===== config.mk =====
export PLATFORM = sky130hd
export DESIGN_NAME = gcd_vec_cell
export DESIGN_NICKNAME = d
export VERILOG_FILES = /design/src/rtl/core/gcd_pkg.sv /design/src/rtl/core/gcd_vec_cell.sv
export SDC_FILE = /design/constraint.sdc
export NUM_CORES = 1
export LEC_CHECK = 0
export BUFFER_PORTS_ARGS = -buffer_cell sky130_fd_sc_hd__buf_2
export CAP_MARGIN = 20
export CORE_UTILIZATION = 35
export CTS_CLUSTER_SIZE = 30
export DETAILED_ROUTE_END_ITERATION = 8
export PLACE_DENSITY = 0.62
export SLEW_MARGIN = 15
export SYNTH_ARGS = -nofsm -noshare
export SYNTH_HDL_FRONTEND = slang
export SYNTH_SLANG_ARGS = --single-unit

===== constraint.sdc =====
create_clock -name clock -period 12.2 [get_ports clock]
set_input_delay 3.05 -clock clock [delete_from_list [all_inputs] [get_ports clock]]
set_output_delay 3.05 -clock clock [all_outputs]
set_load 0.05 [all_outputs]

===== src/rtl/core/gcd_pkg.sv =====
// Shared types, constants and arctangent table for the great-circle distance unit.
`default_nettype none

package gcd_pkg;

   localparam int TrigIterationsDef = 24;
   localparam int SqrtSteps = 31;

   localparam logic signed [33:0] CORDIC_GAIN_Q30 = 34'sd652032874;
   localparam logic signed [33:0] HALF_PI_Q30     = 34'sd1686629713;
   localparam logic signed [32:0] ONE_Q30         = 33'sd1073741824;

   localparam logic signed [32:0] DEG_QUARTER = 33'sd377487360;
   localparam logic signed [32:0] DEG_HALF    = 33'sd754974720;
   localparam logic signed [32:0] DEG_FULL    = 33'sd1509949440;

   // Degrees-to-radians factor split as 4 * 2^32 + low word.
   localparam logic [31:0] DEG2RAD_LO = 32'd2010228885;
   localparam logic [28:0] RADIUS_KM_Q16 = 29'd417997586;
   localparam logic [31:0] MILES_Q32 = 32'd2668768948;
   localparam logic [31:0] NAUT_Q32  = 32'd2319096810;
   localparam logic [30:0] DIST_MAX  = 31'h7FFF_FFFF;

   localparam logic [31:0] ATAN_Q30 [32] = '{
      32'h3243F6A8, 32'h1DAC6705, 32'h0FADBAFC, 32'h07F56EA6, 32'h03FEAB76, 32'h01FFD55B,
      32'h00FFFAAA, 32'h007FFF55, 32'h003FFFEA, 32'h001FFFFD, 32'h000FFFFF, 32'h0007FFFF,
      32'h0003FFFF, 32'h0001FFFF, 32'h0000FFFF, 32'h00007FFF, 32'h00003FFF, 32'h00001FFF,
      32'h00000FFF, 32'h000007FF, 32'h000003FF, 32'h000001FF, 32'h000000FF, 32'h0000007F,
      32'h0000003F, 32'h0000001F, 32'h0000000F, 32'h00000008, 32'h00000004, 32'h00000002,
      32'h00000001, 32'h00000000
   };

   typedef enum logic [1:0] {
      UNIT_KM      = 2'd0,
      UNIT_MILE    = 2'd1,
      UNIT_NAUT    = 2'd2,
      UNIT_INVALID = 2'd3
   } unit_type;

   typedef struct packed {
      logic signed [33:0] x;
      logic signed [33:0] y;
      logic signed [33:0] z;
      logic               neg_cos;
   } rot_type;

   typedef struct packed {
      logic signed [33:0] x;
      logic signed [33:0] y;
      logic signed [33:0] z;
   } vec_type;

   typedef struct packed {
      logic [60:0]        rem;
      logic [60:0]        root;
      logic signed [31:0] cosv;
   } sqrt_type;

endpackage

`default_nettype wire


===== src/rtl/core/gcd_vec_cell.sv =====
// One vectoring-mode CORDIC step with its output register.
`default_nettype none

module gcd_vec_cell
   import gcd_pkg::*;
#(
   parameter int Stage = 0
) (
   input  wire logic    clock,
   input  wire logic    advance,
   input  vec_type      cell_in,
   output vec_type      cell_out
);

   vec_type            stage_in;
   vec_type            stage_ff;
   logic signed [33:0] dx;
   logic signed [33:0] dy;
   logic signed [33:0] da;

   always_comb begin
      dx = cell_in.y >>> Stage;
      dy = cell_in.x >>> Stage;
      da = signed'({2'b00, ATAN_Q30[Stage]});
      if (!cell_in.y[33]) begin
         stage_in.x = cell_in.x + dx;
         stage_in.y = cell_in.y - dy;
         stage_in.z = cell_in.z + da;
      end else begin
         stage_in.x = cell_in.x - dx;
         stage_in.y = cell_in.y + dy;
         stage_in.z = cell_in.z - da;
      end
   end

   always_ff @(posedge clock) begin
      if (advance) begin
         stage_ff <= stage_in;
      end
   end

   assign cell_out = stage_ff;

endmodule

`default_nettype wire


# Word-level counts from Yosys, hierarchy flattened
# Cells that the tools add are included.
# totals
reg_bits,102
latch_bits,0
mem_bits_rw,0
mem_bits_ro,0
out_inout_bits,102
mem_count,0
# op_classes
add_sub_neg,5
n_mul,0
div,0
order_cmp,0
eq_ne,0
n_shift,0
n_mux,1
bitwise_logic,0
n_reduce_logical,0
# op_table
cell,count
102-bit two-way mux,1
34-bit subtractor,2
"34-bit by 31-bit adder with 34-bit output, second input constant",1
34-bit adder,1
"34-bit by 31-bit subtractor with 34-bit output, second input constant",1

# Longest topological paths before layout
# Gate-level depths: netlist of run 1.
# depth
word_depth,2
ltp_mapped,15
mapped_depth_nobuf,14

# Least setup slack after synthesis of run 1
# No wires, ideal clock.
# synth_path
path_type,input -> register
start,input port cell_in[67] in the netlist's numbering
end,"register stage_ff, in the netlist cell_out[32], data pin"
arrival_ns,6.239
t_required_ns,11.936
path_slack_ns,5.697
path_stages,15
cell_sequence,inv_1 clkbuf_1 clkbuf_1 ha_1 a21oi_1 o221ai_1 a21o_1 a21o_1 a221oi_1 nor3_1 a21oi_1 o21a_1 nand2_1 a221oi_1 xnor2_1
# synth_lines
item,line,rtl
"start, declared",gcd_vec_cell.sv:11,"input vec_type cell_in,"
"end signal, assigned",gcd_vec_cell.sv:38,stage_ff <= stage_in;
"end, declared",gcd_vec_cell.sv:16,vec_type stage_ff;

==> flow_summary_export.csv, run 1 <==
group,metric,value,unit
setup_path,max_stage_delay,520,ps
sta,finalCriticalPeriod,6330,ps
setup_path,cp_top_family,"compound AO/OA/AOI/OAI gates",
clocking,clk_pin_slew,80,ps
placed_design,dp_hpwl,22600,um
clocking,cts.htree.levels,3,
cells_and_area,final_layout_size_suffix_gt1_share,18.3,%
cells_and_area,fin_cells,1687,
clocking,numCtsBuffers,9,
floorplan,core,27800,um2
sta,grt_setup_unrepaired,"no",
logic_synthesis,synth.avg_cell_area,8.74,um2
sta,finalHoldViolations,0,
placed_design,place.port_buffers,205,
clocking,root_buffer,"clkbuf_16",
logic_synthesis,netlist.area_leader.share,30.6,%
logic_synthesis,synth_edf_count,101,
setup_path,cp_max_fo,5,
logic_synthesis,synth_compound_gate_area_share,23.5,%
outcome,outcome,"complete, no violations",
global_routing,grt_max_degree,91,
power_and_ir_drop,p_per_area,124,nW/um2
run,max-cap-violations,0,
floorplan,dieWidth,170,um
global_routing,antenna_found_initial,1,
logic_synthesis,synth_cells,1132,
logic_synthesis,syn-cell-area,9900,um2
hold_path,hp-class,"primary input to register",
drt,antenna_left,0,
setup_path,critPathLaunchType,"primary input",
setup_path,crit_type,"primary input to register",
logic_synthesis,yosys_most_used_dff,"edfxtp_1",
logic_synthesis,synth_xor_area_share,8.14,%
sta,slew_violations,0,
sta,tightestPinTransition,1020,ps
sta,tns,0,ps
cells_and_area,finalNetCount,1540,
cells_and_area,area_delta_synth_final,16.2,%
clocking,cts_setup_buffers,0,
drt,vias_per_cell,5.33,
cells_and_area,largest_register_ffs,101,
drt,wl_per_cell,17.3,um
logic_synthesis,synthTopCellsByArea,"edfxtp_1 (31%), ha_1 (16%), a21oi_1 (6.8%), xnor2_1 (6.5%), o21ai_0 (3.9%)",
drt,routed_wl,29200,um
drt,drt-pass1-iter-count,6,
floorplan,rows,61,
setup_path,end_kind,"register",
clocking,clock_sinks,101,
power_and_ir_drop,leakage,5.20,nW
floorplan,die_h,170,um
logic_synthesis,ys_types,68,
floorplan,start_util,35.6,%
global_routing,grt_pass1_vias,8681,
sta,setup_viol,0,
logic_synthesis,synth_seq_cells,101,
setup_path,cp_data_arrival_time,6420,ps
logic_synthesis,synth_mux_area_share,1.62,%
logic_synthesis,async_reset_ff_share,0,%
placed_design,gp_congestion,0.889,
logic_synthesis,synth_top_area_cell,"edfxtp_1",
logic_synthesis,synth_top_family_by_area,"compound AO/OA/AOI/OAI gates",
power_and_ir_drop,ir_worst_vdd,69.5,uV
logic_synthesis,synthesis.nets,1369,
setup_path,worst_ep_required_time,12290,ps
clocking,tritoncts,"done",
clocking,holdBufCountCts,0,
drt,drc,0,
logic_synthesis,yosysSeqAreaShare,30.6,%
clocking,cts_resized,0,
setup_path,crit_buf_inv,2,
drt,drtIter0Drc,899,
logic_synthesis,synthSimpleGateAreaFrac,12.9,%
drt,vias,8994,
floorplan,dieArea,29000,um2
sta,finalCritPeriodShare,51.9,%
floorplan,io-pin-count,206,
sta,slew_headroom,32.1,%
setup_path,crit_chain,"buf_2 -> inv_1 -> ha_1 -> nor2b_1 -> o31ai_1 -> a21oi_2 -> nor4b_2 -> o41ai_2 -> a31o_2 -> a41o_1 -> a21o_2 -> a2111oi_2 -> a211oi_2 -> xor2_1",
setup_path,critical_path.slowest_cell,"o31ai_1",
sta,clock.fmax,158,MHz
global_routing,grt.overflow.total,0,
global_routing,track_usage,19.9,%
logic_synthesis,synthAdderAreaFrac,17.1,%
logic_synthesis,yosys_warnings,0,
placed_design,place_inst,1670,
global_routing,grt_pass1_wl,45300,um
clocking,clockBufferDepth,2,
cells by family (layout without fill, tap and decap cells):
family / after synthesis / in the layout
buffers and inverters: 154 / 330
DFF: 101 / 101
other: 0 / 1
and+or+nand+nor: 265 / 265
adders and majority gates: 133 / 133
muxes: 16 / 16
AOI/OAI and AO/OA: 371 / 371
xor gates and xnor gates: 92 / 92
final cells by class:
type                            instances  area [um2]
Sequential cell                       101        3030
Antenna cell                            1        2.50
Clock buffer                           10         229
Timing Repair Buffer                  208        1050
Fill cell                            2922       16300
Inverter                              106         398
Tap cell                              378         473
Multi-Input combinational cell        877        6260
Clock inverter                          6        56.3
power breakdown:
group | internal [mW] | switching, mW | leakage, nW | total [mW]
clock | 0.143 | 0.148 | 0.137 | 0.291
combinational | 0.196 | 0.472 | 4.07 | 0.667
sequential | 0.459 | 0.0140 | 0.989 | 0.473
total | 0.798 | 0.634 | 5.20 | 1.43
synthesized netlist by cell type, types with 4 or more instances:
library cell  number
a21o_1            39
ha_1             129
or3_1              4
a21oi_1          134
a221oi_1           7
a211oi_1          15
inv_1            103
nand3_1           13
buf_1              7
o21ai_0           78
nor2_1            91
nor2b_1           13
o21bai_1          21
nor3_1            38
buf_2             11
or4_1              4
nand2_1           49
a211o_1            4
nand4_1            8
and3_1             6
xnor2_1           74
nand3b_1           5
xor2_1            18
fa_1               4
o21a_1            12
o221ai_1           6
nand2b_1          14
clkbuf_1          27
nor4_1            10
o31ai_1            9
mux2i_1           16
edfxtp_1         101
a31oi_1           10
per-layer routing:
layer  wire, um  share of wire, %  vias to the layer above  GRT usage, %
met5          0                 0                        -             0
met4        614               2.1                        0          6.35
met3       2030               6.9                       44          3.21
met2      13400                46                      375          32.9
met1      13200                45                     4162          26.5
li1           -                 -                     4413             -
cell usage in the layout, fill, tap and decap left out, drive strengths merged, types with 7 or more instances in the layout:
cell / count
a211oi: 16
a21o: 40
a21oi: 135
a221oi: 7
a31oi: 10
buf: 208
clkbuf: 10
edfxtp: 101
ha: 129
inv: 107
mux2i: 16
nand2: 49
nand2b: 14
nand3: 13
nand4: 8
nor2: 91
nor2b: 13
nor3: 38
nor4: 10
o21a: 12
o21ai: 78
o21bai: 21
o31ai: 9
xnor2: 74
xor2: 18
stage by stage:
stage | worst slack [ps] | hold WS (ps) | cell area [um2] | total power, mW | util, %
2_1_floorplan | 5700 | 3150 | 9900 | 0.972 | -
3_3_place_gp | 5520 | 3230 | 11200 | 1.14 | 40.4
3_5_place_dp | 5500 | 3230 | 11200 | 1.14 | 40.4
4_1_cts | 5890 | 2850 | 11500 | 1.44 | 41.4
5_1_grt | 5560 | 2840 | 11500 | 1.51 | 41.4
6_report | 5870 | 2870 | 11500 | 1.43 | 41.4
final timing paths:
path	endpoint	slack [ps]	from	cells after the start
max	cell_out[65]	5870	cell_in[35]	14
min	cell_out[1]	2870	cell_in[1]	1
No activity file was read; power rests on OpenSTA's default activity.
==> run 2: changes to the inputs <==
- clock period: 12.2 -> 6.5 ns (I/O delays scaled with it)
==> run 2 against run 1 <==
Critical path depth up 1. Setup slack lost 4300 ps. First-iteration DRC count shrank 0.89%. Clock power is 89% higher. Final area grew 0.11%. Global-route usage grew 0.19 points. Final cell count about the same. Combinational power rose by 87%.
==> flow_summary_export.csv, run 2 (synthesis results as in run 1) <==
group,metric,value,unit
sta,finalCriticalPeriod,4930,ps
global_routing,grt_max_degree,84,
setup_path,crit_buf_inv,2,
floorplan,dieArea,29000,um2
floorplan,core,27800,um2
sta,tns,0,ps
setup_path,end_kind,"register",
setup_path,critical_path.slowest_cell,"a311oi_1",
global_routing,grt.overflow.total,0,
drt,wl_per_cell,17.4,um
sta,clock.fmax,203,MHz
setup_path,cp_max_fo,3,
placed_design,place.port_buffers,205,
sta,grt_setup_unrepaired,"no",
setup_path,crit_cells,15,
placed_design,dp_hpwl,22700,um
hold_path,hp-class,"primary input to register",
global_routing,grt_pass1_wl,45600,um
power_and_ir_drop,p_per_area,234,nW/um2
clocking,numCtsBuffers,9,
floorplan,io-pin-count,206,
sta,setup_viol,0,
placed_design,gp_congestion,0.900,
run,max-cap-violations,0,
drt,drc,0,
global_routing,track_usage,20.1,%
floorplan,dieWidth,170,um
outcome,outcome,"complete, no violations",
cells_and_area,area_delta_synth_final,16.4,%
setup_path,crit_type,"primary input to register",
global_routing,grt_pass1_vias,8746,
cells_and_area,finalNetCount,1542,
clocking,holdBufCountCts,0,
cells_and_area,largest_register_ffs,101,
setup_path,cp_top_family,"compound AO/OA/AOI/OAI gates",
floorplan,start_util,35.6,%
power_and_ir_drop,power,2.69,mW
clocking,clockBufferDepth,2,
setup_path,cp-startpoint,"cell_in[68]",
drt,drt-pass1-iter-count,6,
sta,finalCritPeriodShare,75.8,%
sta,slew_headroom,35.7,%
setup_path,critPathLaunchType,"primary input",
clocking,clk_pin_slew,80,ps
setup_path,cp_data_arrival_time,5040,ps
clocking,cts.htree.levels,3,
floorplan,rows,61,
drt,vias_per_cell,5.40,
drt,drtIter0Drc,891,
cells_and_area,fin_cells,1688,
clocking,root_buffer,"clkbuf_16",
sta,finalHoldViolations,0,
power_and_ir_drop,leakage,5.21,nW
clocking,tritoncts,"done",
drt,antenna_left,0,
setup_path,max_stage_delay,500,ps
clocking,cts_setup_buffers,0,
sta,tightestPinTransition,964,ps
global_routing,antenna_found_initial,2,
cells_and_area,final_cell_mix,"buf_2 (204), a21oi_1 (134), ha_1 (129), inv_1 (102), edfxtp_1 (101)",
floorplan,die_h,170,um
clocking,clock_sinks,101,
placed_design,place_inst,1672,
setup_path,worst_ep_required_time,6610,ps
setup_path,crit_path_end,"cell_out[98]",
drt,routed_wl,29300,um
sta,slew_violations,0,
power_and_ir_drop,ir_worst_vdd,111,uV
setup_path,crit_chain,"buf_2 -> inv_1 -> ha_1 -> fa_1 -> nor2b_1 -> o21a_1 -> o21ai_0 -> a31oi_1 -> o21ai_0 -> a311oi_1 -> a221oi_1 -> o21ai_0 -> o21ai_0 -> a211oi_1 -> xnor2_1",
setup_path,path_common_cell,"o21ai_0",
cells_and_area,final_common_cell,"buf_2",
cells_and_area,final_layout_size_suffix_gt1_share,18.4,%
drt,vias,9123,
clocking,cts_resized,0,
-- run 2: cell count changes in the layout (fill, tap and decap cells not counted), sizes merged --
| cell | before | now |
|---|---|---|
| buf | 208 | 210 |
| clkinvlp | 1 | 0 |
| clkbuf | 10 | 9 |
| clkinv | 4 | 5 |
-- run 2: cell type report --
class / instances / area (um2)
fillers: 2861 / 16300
multi-input cells: 877 / 6260
flip-flops and latches: 101 / 3030
repair buffers: 210 / 1070
well taps: 378 / 473
inverters: 106 / 398
clock buffers: 9 / 225
clock inverters: 6 / 57.6
diodes: 1 / 2.50
-- run 2: per-layer routing --
layer	vias to the layer above	track usage [%]	routed length, um
met3	65	4.02	2070
met4	2	7.21	824
met1	4246	25.4	12900
met5	-	0	13
li1	4416	-	-
met2	394	33.9	13500
-- run 2: worst min-delay path by stage --
stage,from,endpoint,cells past startpoint
after floorplan,cell_in[0],cell_out[0],0
after global placement,cell_in[1],cell_out[1],1
after detailed placement,cell_in[1],cell_out[1],1
after CTS,cell_in[1],cell_out[1],1
after global routing,cell_in[1],cell_out[1],1
final,cell_in[1],cell_out[1],1
-- run 2: stage by stage --
stage | hold WS [ps] | cell area [um2] | utilization (%) | setup slack [ps]
after global placement | 1810 | 11200 | 40.4 | 1290
after detailed placement | 1810 | 11200 | 40.4 | 1230
final | 1430 | 11500 | 41.5 | 1570
after global routing | 1430 | 11500 | 41.4 | 1300
after floorplan | 1720 | 9900 | - | 1420
after CTS | 1420 | 11500 | 41.4 | 1610
-- run 2: power breakdown --
group	total [mW]	switching [mW]	internal [mW]
Clock	0.550	0.283	0.267
Sequential	0.888	0.0263	0.862
Combinational	1.25	0.884	0.368
