`src/rtl/core/gcd_pkg.sv`:
```
// Shared types, constants and arctangent table for the great-circle distance unit.
`default_nettype none

package gcd_pkg;

   localparam int TrigIterationsDef = 24;
   localparam int SqrtSteps = 31;

   localparam logic signed [33:0] CORDIC_GAIN_Q30 = 34'sd652032874;
   localparam logic signed [33:0] HALF_PI_Q30     = 34'sd1686629713;
   localparam logic signed [32:0] ONE_Q30         = 33'sd1073741824;

   localparam logic signed [32:0] DEG_QUARTER = 33'sd377487360;
   localparam logic signed [32:0] DEG_HALF    = 33'sd754974720;
   localparam logic signed [32:0] DEG_FULL    = 33'sd1509949440;

   // Degrees-to-radians factor split as 4 * 2^32 + low word.
   localparam logic [31:0] DEG2RAD_LO = 32'd2010228885;
   localparam logic [28:0] RADIUS_KM_Q16 = 29'd417997586;
   localparam logic [31:0] MILES_Q32 = 32'd2668768948;
   localparam logic [31:0] NAUT_Q32  = 32'd2319096810;
   localparam logic [30:0] DIST_MAX  = 31'h7FFF_FFFF;

   localparam logic [31:0] ATAN_Q30 [32] = '{
      32'h3243F6A8, 32'h1DAC6705, 32'h0FADBAFC, 32'h07F56EA6, 32'h03FEAB76, 32'h01FFD55B,
      32'h00FFFAAA, 32'h007FFF55, 32'h003FFFEA, 32'h001FFFFD, 32'h000FFFFF, 32'h0007FFFF,
      32'h0003FFFF, 32'h0001FFFF, 32'h0000FFFF, 32'h00007FFF, 32'h00003FFF, 32'h00001FFF,
      32'h00000FFF, 32'h000007FF, 32'h000003FF, 32'h000001FF, 32'h000000FF, 32'h0000007F,
      32'h0000003F, 32'h0000001F, 32'h0000000F, 32'h00000008, 32'h00000004, 32'h00000002,
      32'h00000001, 32'h00000000
   };

   typedef enum logic [1:0] {
      UNIT_KM      = 2'd0,
      UNIT_MILE    = 2'd1,
      UNIT_NAUT    = 2'd2,
      UNIT_INVALID = 2'd3
   } unit_type;

   typedef struct packed {
      logic signed [33:0] x;
      logic signed [33:0] y;
      logic signed [33:0] z;
      logic               neg_cos;
   } rot_type;

   typedef struct packed {
      logic signed [33:0] x;
      logic signed [33:0] y;
      logic signed [33:0] z;
   } vec_type;

   typedef struct packed {
      logic [60:0]        rem;
      logic [60:0]        root;
      logic signed [31:0] cosv;
   } sqrt_type;

endpackage

`default_nettype wire

```
`src/rtl/core/gcd_sqrt_cell.sv`:
```
// One restoring square-root step (one result bit) with its output register.
`default_nettype none

module gcd_sqrt_cell
   import gcd_pkg::*;
#(
   parameter int BitPos = 0
) (
   input  wire logic    clock,
   input  wire logic    advance,
   input  sqrt_type     cell_in,
   output sqrt_type     cell_out
);

   localparam logic [60:0] BitVal = 61'(1) << BitPos;

   sqrt_type    stage_in;
   sqrt_type    stage_ff;
   logic [60:0] trial;

   always_comb begin
      trial = cell_in.root + BitVal;
      stage_in = cell_in;
      if (cell_in.rem >= trial) begin
         stage_in.rem  = cell_in.rem - trial;
         stage_in.root = (cell_in.root >> 1) + BitVal;
      end else begin
         stage_in.root = cell_in.root >> 1;
      end
   end

   always_ff @(posedge clock) begin
      if (advance) begin
         stage_ff <= stage_in;
      end
   end

   assign cell_out = stage_ff;

endmodule

`default_nettype wire

```
`config.mk`:
```
export PLATFORM = sky130hd
export DESIGN_NAME = gcd_sqrt_cell
export DESIGN_NICKNAME = d
export VERILOG_FILES = /design/src/rtl/core/gcd_pkg.sv /design/src/rtl/core/gcd_sqrt_cell.sv
export SDC_FILE = /design/constraint.sdc
export NUM_CORES = 1
export LEC_CHECK = 0
export ABC_AREA = 1
export BUFFER_PORTS_ARGS = -buffer_cell sky130_fd_sc_hd__buf_4
export CORE_MARGIN = 3
export CORE_UTILIZATION = 45
export DETAILED_ROUTE_END_ITERATION = 6
export MAX_ROUTING_LAYER = met4
export PLACE_DENSITY = 0.68
export RECOVER_POWER = 50
export SLEW_MARGIN = 10
export SYNTH_ARGS = -nofsm -noshare
export SYNTH_HDL_FRONTEND = slang
export SYNTH_SLANG_ARGS = --single-unit
```
`constraint.sdc`:
```
create_clock -name clock -period 5.01 [get_ports clock]
set_input_delay 1.2525 -clock clock [delete_from_list [all_inputs] [get_ports clock]]
set_output_delay 1.2525 -clock clock [all_outputs]
set_load 0.03 [all_outputs]
```
# Word level (Yosys, flattened, before mapping)
# Index checks and enable logic that the tools add are counted.
# op_classes
n_addsub	3
mux	2
n_reduce_logical	0
eq_ne	0
div	0
n_bitwise	0
n_shift	0
magnitude_cmp	1
mul	0
# ops
op	count
$add A60 B1 Y61 const B	1
$add A61 B1 Y61 const B	1
$ge A61 B61 Y1	1
$mux W61	1
$sub A61 B61 Y61	1
$mux W60	1
# word_totals
mem_bits_rw	0
mem_count	0
output_inout_bits	154
register_bits	154
mem_bits_ro	0
latchBits	0

# Logic depth before layout (Yosys ltp)
# Gate-level depths: netlist (run 1).
# depth
word_depth	3
ltp_mapped	24

# Worst setup path before layout (run 1)
# OpenSTA, ideal clock, no wires.
# synth_path
path_type	input to register
startpoint	input cell_in[33] (netlist name)
endpoint	register stage_ff, in the netlist cell_out[43] (data pin)
stages	20
setup_slack_ns	0.704
arrival_ns	4.041
setup_ns	0.265
path_cell_list	ha_1 nand3_1 inv_1 nand2_1 nor4_1 xor2_1 o21bai_1 ha_1 nand2_1 nor2_2 inv_2 nor2_2 nand2_1 nor2_1 nand2_1 nand3_1 nor2_1 nand2_4 clkbuf_1 o21ai_1
# synth_rtl
item	line_no	text
from (decl)	gcd_sqrt_cell.sv:11	input sqrt_type cell_in,
to (signal assigned)	gcd_sqrt_cell.sv:34	stage_ff <= stage_in;
to (decl)	gcd_sqrt_cell.sv:18	sqrt_type stage_ff;

==> results of run 1 <==
## critical path: stages
cell	delay, ns
buf_4	0.13
ha_1	0.19
inv_1	0.09
nor2_2	0.18
nand2_1	0.22
nor2_4	0.19
nand2_1	0.10
nor2_1	0.19
buf_4	0.16
nand2_1	0.05
xor2_1	0.15
ha_1	0.42
nand2_1	0.13
nor2_1	0.19
inv_2	0.09
nor3_4	0.17
nand2_1	0.08
a21oi_1	0.23
nor2_1	0.13
nand2_4	0.16
inv_2	0.08
buf_12	0.16
buf_12	0.14
nand2_1	0.05
nand2_1	0.07
## cell usage in the layout (no fill, tap or decap), types with 2 or more instances in the layout
master       n
xnor2_1      5
edfxtp_1   154
clkinv_1     2
nand3_1    122
nand4_1     30
bufinv_16    3
clkbuf_1    89
o21ai_1     42
nand3_2      2
nand3b_1     9
inv_6        5
inv_2        8
inv_1      402
nand2_1    916
clkbuf_2     2
nor3_1      42
o21bai_1     4
o21ai_0     11
a21oi_1     37
nor3_2       3
clkbuf_16   17
nor4_1       4
inv_8        2
and3_1       3
nor2_2      10
and2_1       3
ha_1        63
buf_4      447
clkbuf_4    32
xor2_1     140
nor2_1     192
clkinv_2     2
buf_12       9
## kinds of logic after synthesis
kind of cell,count (synthesis),share of synthesized area
DFF,154,0.321
AOI/OAI and AO/OA,95,0.0338
xor gates and xnor gates,145,0.0882
adders and majority gates,64,0.0562
and+or+nand+nor,1340,0.378
buffers and inverters,440,0.122
## synth_stat cells (2+ instances only)
cell type,n
buf_2,9
nor2_2,11
xnor2_1,5
nor4_1,4
nor3_2,4
and2_1,3
nand4_1,30
ha_1,63
o21bai_1,4
o21ai_1,42
nor3_1,42
clkbuf_1,6
and3_1,3
inv_2,8
buf_6,11
clkinv_1,2
nand2_1,916
nand3b_1,9
nor2_1,192
nand3_2,2
a21oi_1,37
edfxtp_1,154
inv_1,402
o21ai_0,11
nand3_1,122
xor2_1,140
## power breakdown
part	total [mW]	switching (mW)	internal, mW
Sequential	1.68	0.0533	1.62
Combinational	1.95	1.27	0.675
Clock	1.43	0.628	0.798
## per-layer routing
metal / track usage / vias to the layer above
met2: 0.645 / 981
li1: - / 8056
met5: - / -
met4: 0.174 / 0
met3: 0.0497 / 188
met1: 0.453 / 7646
## area by class of cell
cell class / count / area [sq um] / share of cell area
clock inverters: 14 / 183 / 0.00941
clock buffers: 18 / 429 / 0.0221
repair buffers: 578 / 4120 / 0.212
well taps: 396 / 495 / 0.0255
multi-input cells: 1644 / 8020 / 0.413
inverters: 412 / 1550 / 0.0797
flip-flops and latches: 154 / 4620 / 0.238
## how the worst max path moves through the flow
stage | startpoint | endpoint | cells past startpoint
after floorplan | cell_in[33] | cell_out[43] | 20
after detailed placement | cell_in[33] | cell_out[91] | 25
after global routing | cell_in[33] | cell_out[143] | 25
after CTS | cell_in[33] | cell_out[91] | 25
final | cell_in[33] | cell_out[91] | 25
after global placement | cell_in[33] | cell_out[91] | 25
## through the flow
stage / total power, mW / worst slack, ns / utilization
final: 5.05 / 0.181 / 0.625
after global routing: 5.25 / 0.00556 / 0.625
after floorplan: 2.78 / 0.704 / -
after detailed placement: 3.67 / -0.300 / 0.616
after CTS: 5.09 / 0.176 / 0.636
after global placement: 3.64 / -0.256 / 0.616
## timing repair
| item | 4_1_cts | 5_1_grt |
|---|---|---|
| endpoints found under the setup margin | 0 | 80 |
| endpoints found under the hold margin | 0 | 0 |
| gates resized for setup | 0 | 2 |
==> results.sh, run 1 <==
export IMPL_area_delta_synth_final_pct=34.9
export IMPL_maxSlewViolCount=157
export IMPL_synthTopCellsByArea="edfxtp_1 (32%), nand2_1 (24%), inv_1 (10%)"
export IMPL_cts_buffers=17
export IMPL_ctsHoldBuffers=0
export IMPL_cts_setup_buffers=0
export IMPL_async_flop_share=0
export IMPL_root_buffer="clkbuf_16"
export IMPL_drtIter0Drc=1632
export IMPL_ant_nets=0
export IMPL_syn_num_nets=2458
export IMPL_place_inst=3184
export IMPL_met1Wirelength_um=25400
export IMPL_met2_length_um=30700
export IMPL_final_area_sq_mm=0.0194
export IMPL_hold_slack_ns=0.990
export IMPL_crit_required_ns=5.22
export IMPL_hold_violations=0
export IMPL_synth_edf_count=154
export IMPL_crit_arrival_ns=5.03
export IMPL_post_route_min_period_ns=4.83
export IMPL_avgSynthCellArea_sq_um=6.43
export IMPL_worstMarginPinSlew_ns=2.45
export IMPL_holdCritPathClass="in -> reg"
export IMPL_first_global_vias=16300
export IMPL_crit_type="in -> reg"
export IMPL_p_leak_nw=10.3
export IMPL_holdPathEnd="cell_out[24]"
export IMPL_routed_wl_um=64800
export IMPL_grt_max_degree=95
export IMPL_clock_sinks=154
export IMPL_min_from="cell_in[24]"
export IMPL_yosys_area_top_type_share=0.321
export IMPL_initial_core_util=0.463
export IMPL_grt_pass1_wl_um=94000
export IMPL_peakVddDrop_uv=256
export IMPL_tns_ns=0
export IMPL_antenna_found_initial=0
export IMPL_syn_inst=2238
export IMPL_whs_path_depth=1
export IMPL_synth_seq_cells=154
export IMPL_cts_max_level=4
export IMPL_synth_area_leader_cell="edfxtp_1"
export IMPL_cellPowerDensity_mw_per_mm2=260
export IMPL_startpoint_type="primary input"
export IMPL_cts_clk_slew_worst_paths_ns=0.07
export IMPL_dp_hpwl_um=54000
export IMPL_io_pins=310
export IMPL_grt_total_usage=0.381
export IMPL_cap_violations=2
export IMPL_grt_ovfl_total=0
export IMPL_final_net_count=3027
export IMPL_place_area_sq_mm=0.0191
export IMPL_coreArea_sq_mm=0.0311
export IMPL_synth_cell_type_count=32
export IMPL_die_x_um=185
export IMPL_gp_congestion=1.11
export IMPL_wl_met3_um=5440
export IMPL_routedWlPerCell_um=20.2
export IMPL_cts_tree="yes"
export IMPL_fp_dieH_um=185
export IMPL_fin_cells=3216
export IMPL_relSlewSlack=-0.632
export IMPL_seq_area_frac_synth=0.321
export IMPL_port_buffers=309
export IMPL_die_area_sq_mm=0.0342
export IMPL_num_antenna_cells=0
export IMPL_cts_max_path_buffers=2
export IMPL_layout_drive_gt1_share=0.194
export IMPL_rows=64
export IMPL_largest_reg_flops=154
export IMPL_path_max_fanout=13
export IMPL_viasPerCell=5.25
export IMPL_status="finished, violations left"
export IMPL_rsz0062_at_grt="false"
export IMPL_synth_ff_type="edfxtp_1"
export IMPL_violations="capacitance limit, slew limit"
export IMPL_yosys_warnings=0
export IMPL_fmax_ghz=0.207
export IMPL_drc_errors=0
export IMPL_setup_viol=0
export IMPL_fin_crit_sh=0.964
export IMPL_fill_cells=2966
export IMPL_end_kind="register"
export IMPL_syn_area_sq_mm=0.0144
export IMPL_dr_pass1_iters=6
export IMPL_vias=16900
export IMPL_routed_top_layer="met4"
Power figures use the tool's default switching activity.
==> run 2, diff against run 1 <==
CORE_MARGIN = 2   (was 3)
CTS_BUF_LIST = sky130_fd_sc_hd__clkbuf_8   (was not set)
==> results.sh, run 2 (same netlist as run 1, synthesis figures left out) <==
export IMPL_cellPowerDensity_mw_per_mm2=237
export IMPL_cap_violations=2
export IMPL_drtIter0Drc=1584
export IMPL_drc_errors=1
export IMPL_cts_buffers=17
export IMPL_gp_congestion=1.09
export IMPL_status="finished, violations left"
export IMPL_holdCritPathClass="in -> reg"
export IMPL_first_global_vias=16100
export IMPL_cts_clk_slew_worst_paths_ns=0.09
export IMPL_routed_wl_um=64700
export IMPL_cts_max_level=4
export IMPL_root_buffer="clkbuf_8"
export IMPL_area_delta_synth_final_pct=35.3
export IMPL_violations="DRC, capacitance limit, slew limit"
export IMPL_regArea_sq_mm=0.00462
export IMPL_setup_viol=0
export IMPL_min_from="cell_in[6]"
export IMPL_p_leak_nw=10.4
export IMPL_rsz0062_at_grt="false"
export IMPL_cts_max_path_buffers=2
export IMPL_worstMarginPinSlew_ns=2.40
export IMPL_viasPerCell=5.17
export IMPL_path_max_fanout=28
export IMPL_grt_ovfl_total=0
export IMPL_place_area_sq_mm=0.0193
export IMPL_final_area_sq_mm=0.0195
export IMPL_layout_drive_gt1_share=0.216
export IMPL_end_kind="register"
export IMPL_fmax_ghz=0.209
export IMPL_io_pins=310
export IMPL_crit_arrival_ns=5.05
export IMPL_dr_pass1_iters=7
export IMPL_ctsHoldBuffers=0
export IMPL_clock_sinks=154
export IMPL_die_x_um=183
export IMPL_fill_cells=3026
export IMPL_maxSlewViolCount=157
export IMPL_rows=65
export IMPL_startpoint_type="primary input"
export IMPL_final_net_count=3047
export IMPL_hold_violations=0
export IMPL_worstSetupStartpoint="cell_in[61]"
export IMPL_die_area_sq_mm=0.0334
export IMPL_crit_type="in -> reg"
export IMPL_grt_total_usage=0.397
export IMPL_cts_tree="yes"
export IMPL_num_antenna_cells=0
export IMPL_peakVddDrop_uv=190
export IMPL_grt_max_degree=94
export IMPL_fp_dieH_um=183
export IMPL_p_total_mw=4.62
export IMPL_crit_required_ns=5.27
export IMPL_post_route_min_period_ns=4.79
export IMPL_dp_hpwl_um=54900
export IMPL_coreArea_sq_mm=0.0316
export IMPL_final_common_cell="nand2_1"
export IMPL_antenna_found_initial=0
export IMPL_relSlewSlack=-0.598
export IMPL_largest_reg_flops=154
export IMPL_vias=16800
export IMPL_multi_input_area_sq_mm=0.00802
export IMPL_port_buffers=309
export IMPL_ant_nets=0
export IMPL_fin_crit_sh=0.956
export IMPL_grt_pass1_wl_um=94500
export IMPL_routedWlPerCell_um=20.0
export IMPL_most_common_layout_cells="nand2_1 (916), buf_4 (513), inv_1 (402), nor2_1 (192), edfxtp_1 (154)"
export IMPL_initial_core_util=0.456
## run 2: cell count changes in the layout (fill, tap and decap cells not counted), moves of 3 or more
| cell | before | now |
|---|---|---|
| clkbuf_8 | 0 | 17 |
| buf_4 | 447 | 513 |
| clkbuf_16 | 17 | 0 |
| clkbuf_1 | 89 | 44 |
| clkinvlp_4 | 1 | 5 |
| nor3_2 | 3 | 6 |
## run 2: metrics by stage
stage                     cells  hold WS (ns)   util  worst slack (ns)  TNS (ns)
after floorplan            2238          1.35      -             0.704         0
after global placement     3210          1.43  0.611            -0.500    -52.24
after detailed placement   3210          1.43  0.611            -0.381    -35.42
after CTS                  3242         0.893  0.623             0.139         0
after global routing       3242         0.920  0.617           0.00718         0
final                      3242         0.932  0.617             0.218         0
## run 2: what timing repair did
action / in CTS / in global routing
resized for setup: 0 / 3
buffers inserted: 0 / 0
endpoints found under the setup margin: 0 / 122
## run 2: worst paths after layout
kind                            to  slack [ns]  cells after the start
worst min-delay path   cell_out[6]        0.93                      1
worst max-delay path  cell_out[60]        0.22                     21
## run 2: report_power, final
group | internal, mW | leakage [nW] | switching, mW
logic | 0.710 | 8.73 | 1.26
registers | 1.62 | 1.50 | 0.0540
clock network | 0.400 | 0.175 | 0.567
total | 2.73 | 10.4 | 1.88
## run 2: area by class of cell
cell class,count,area share
Sequential cell,154,0.237
Tap cell,402,0.0258
Inverter,412,0.0794
Multi-Input combinational cell,1644,0.412
Clock inverter,15,0.00726
Clock buffer,17,0.0120
Timing Repair Buffer,598,0.226
## run 2: metal layers
layer,up-vias,part of all wire,global-route usage
li1,8083,-,-
met1,7718,0.40,0.477
met2,821,0.47,0.664
met3,150,0.076,0.0455
met4,0,0.058,0.200
met5,-,0,-
## run 2: worst max-delay path, cell delays in order
cell	delay (ns)
buf_4	0.10
nand2_1	0.09
nor2_1	0.25
nand2_1	0.14
buf_4	0.16
nor2_1	0.27
buf_4	0.19
nand3_1	0.08
nor3_2	0.21
xor2_1	0.30
ha_1	0.33
a21oi_1	0.26
o21ai_0	0.23
a21oi_2	0.25
nand3_1	0.10
nor2_1	0.19
nand2_4	0.12
buf_12	0.19
buf_12	0.17
nand2_1	0.08
o21ai_1	0.08
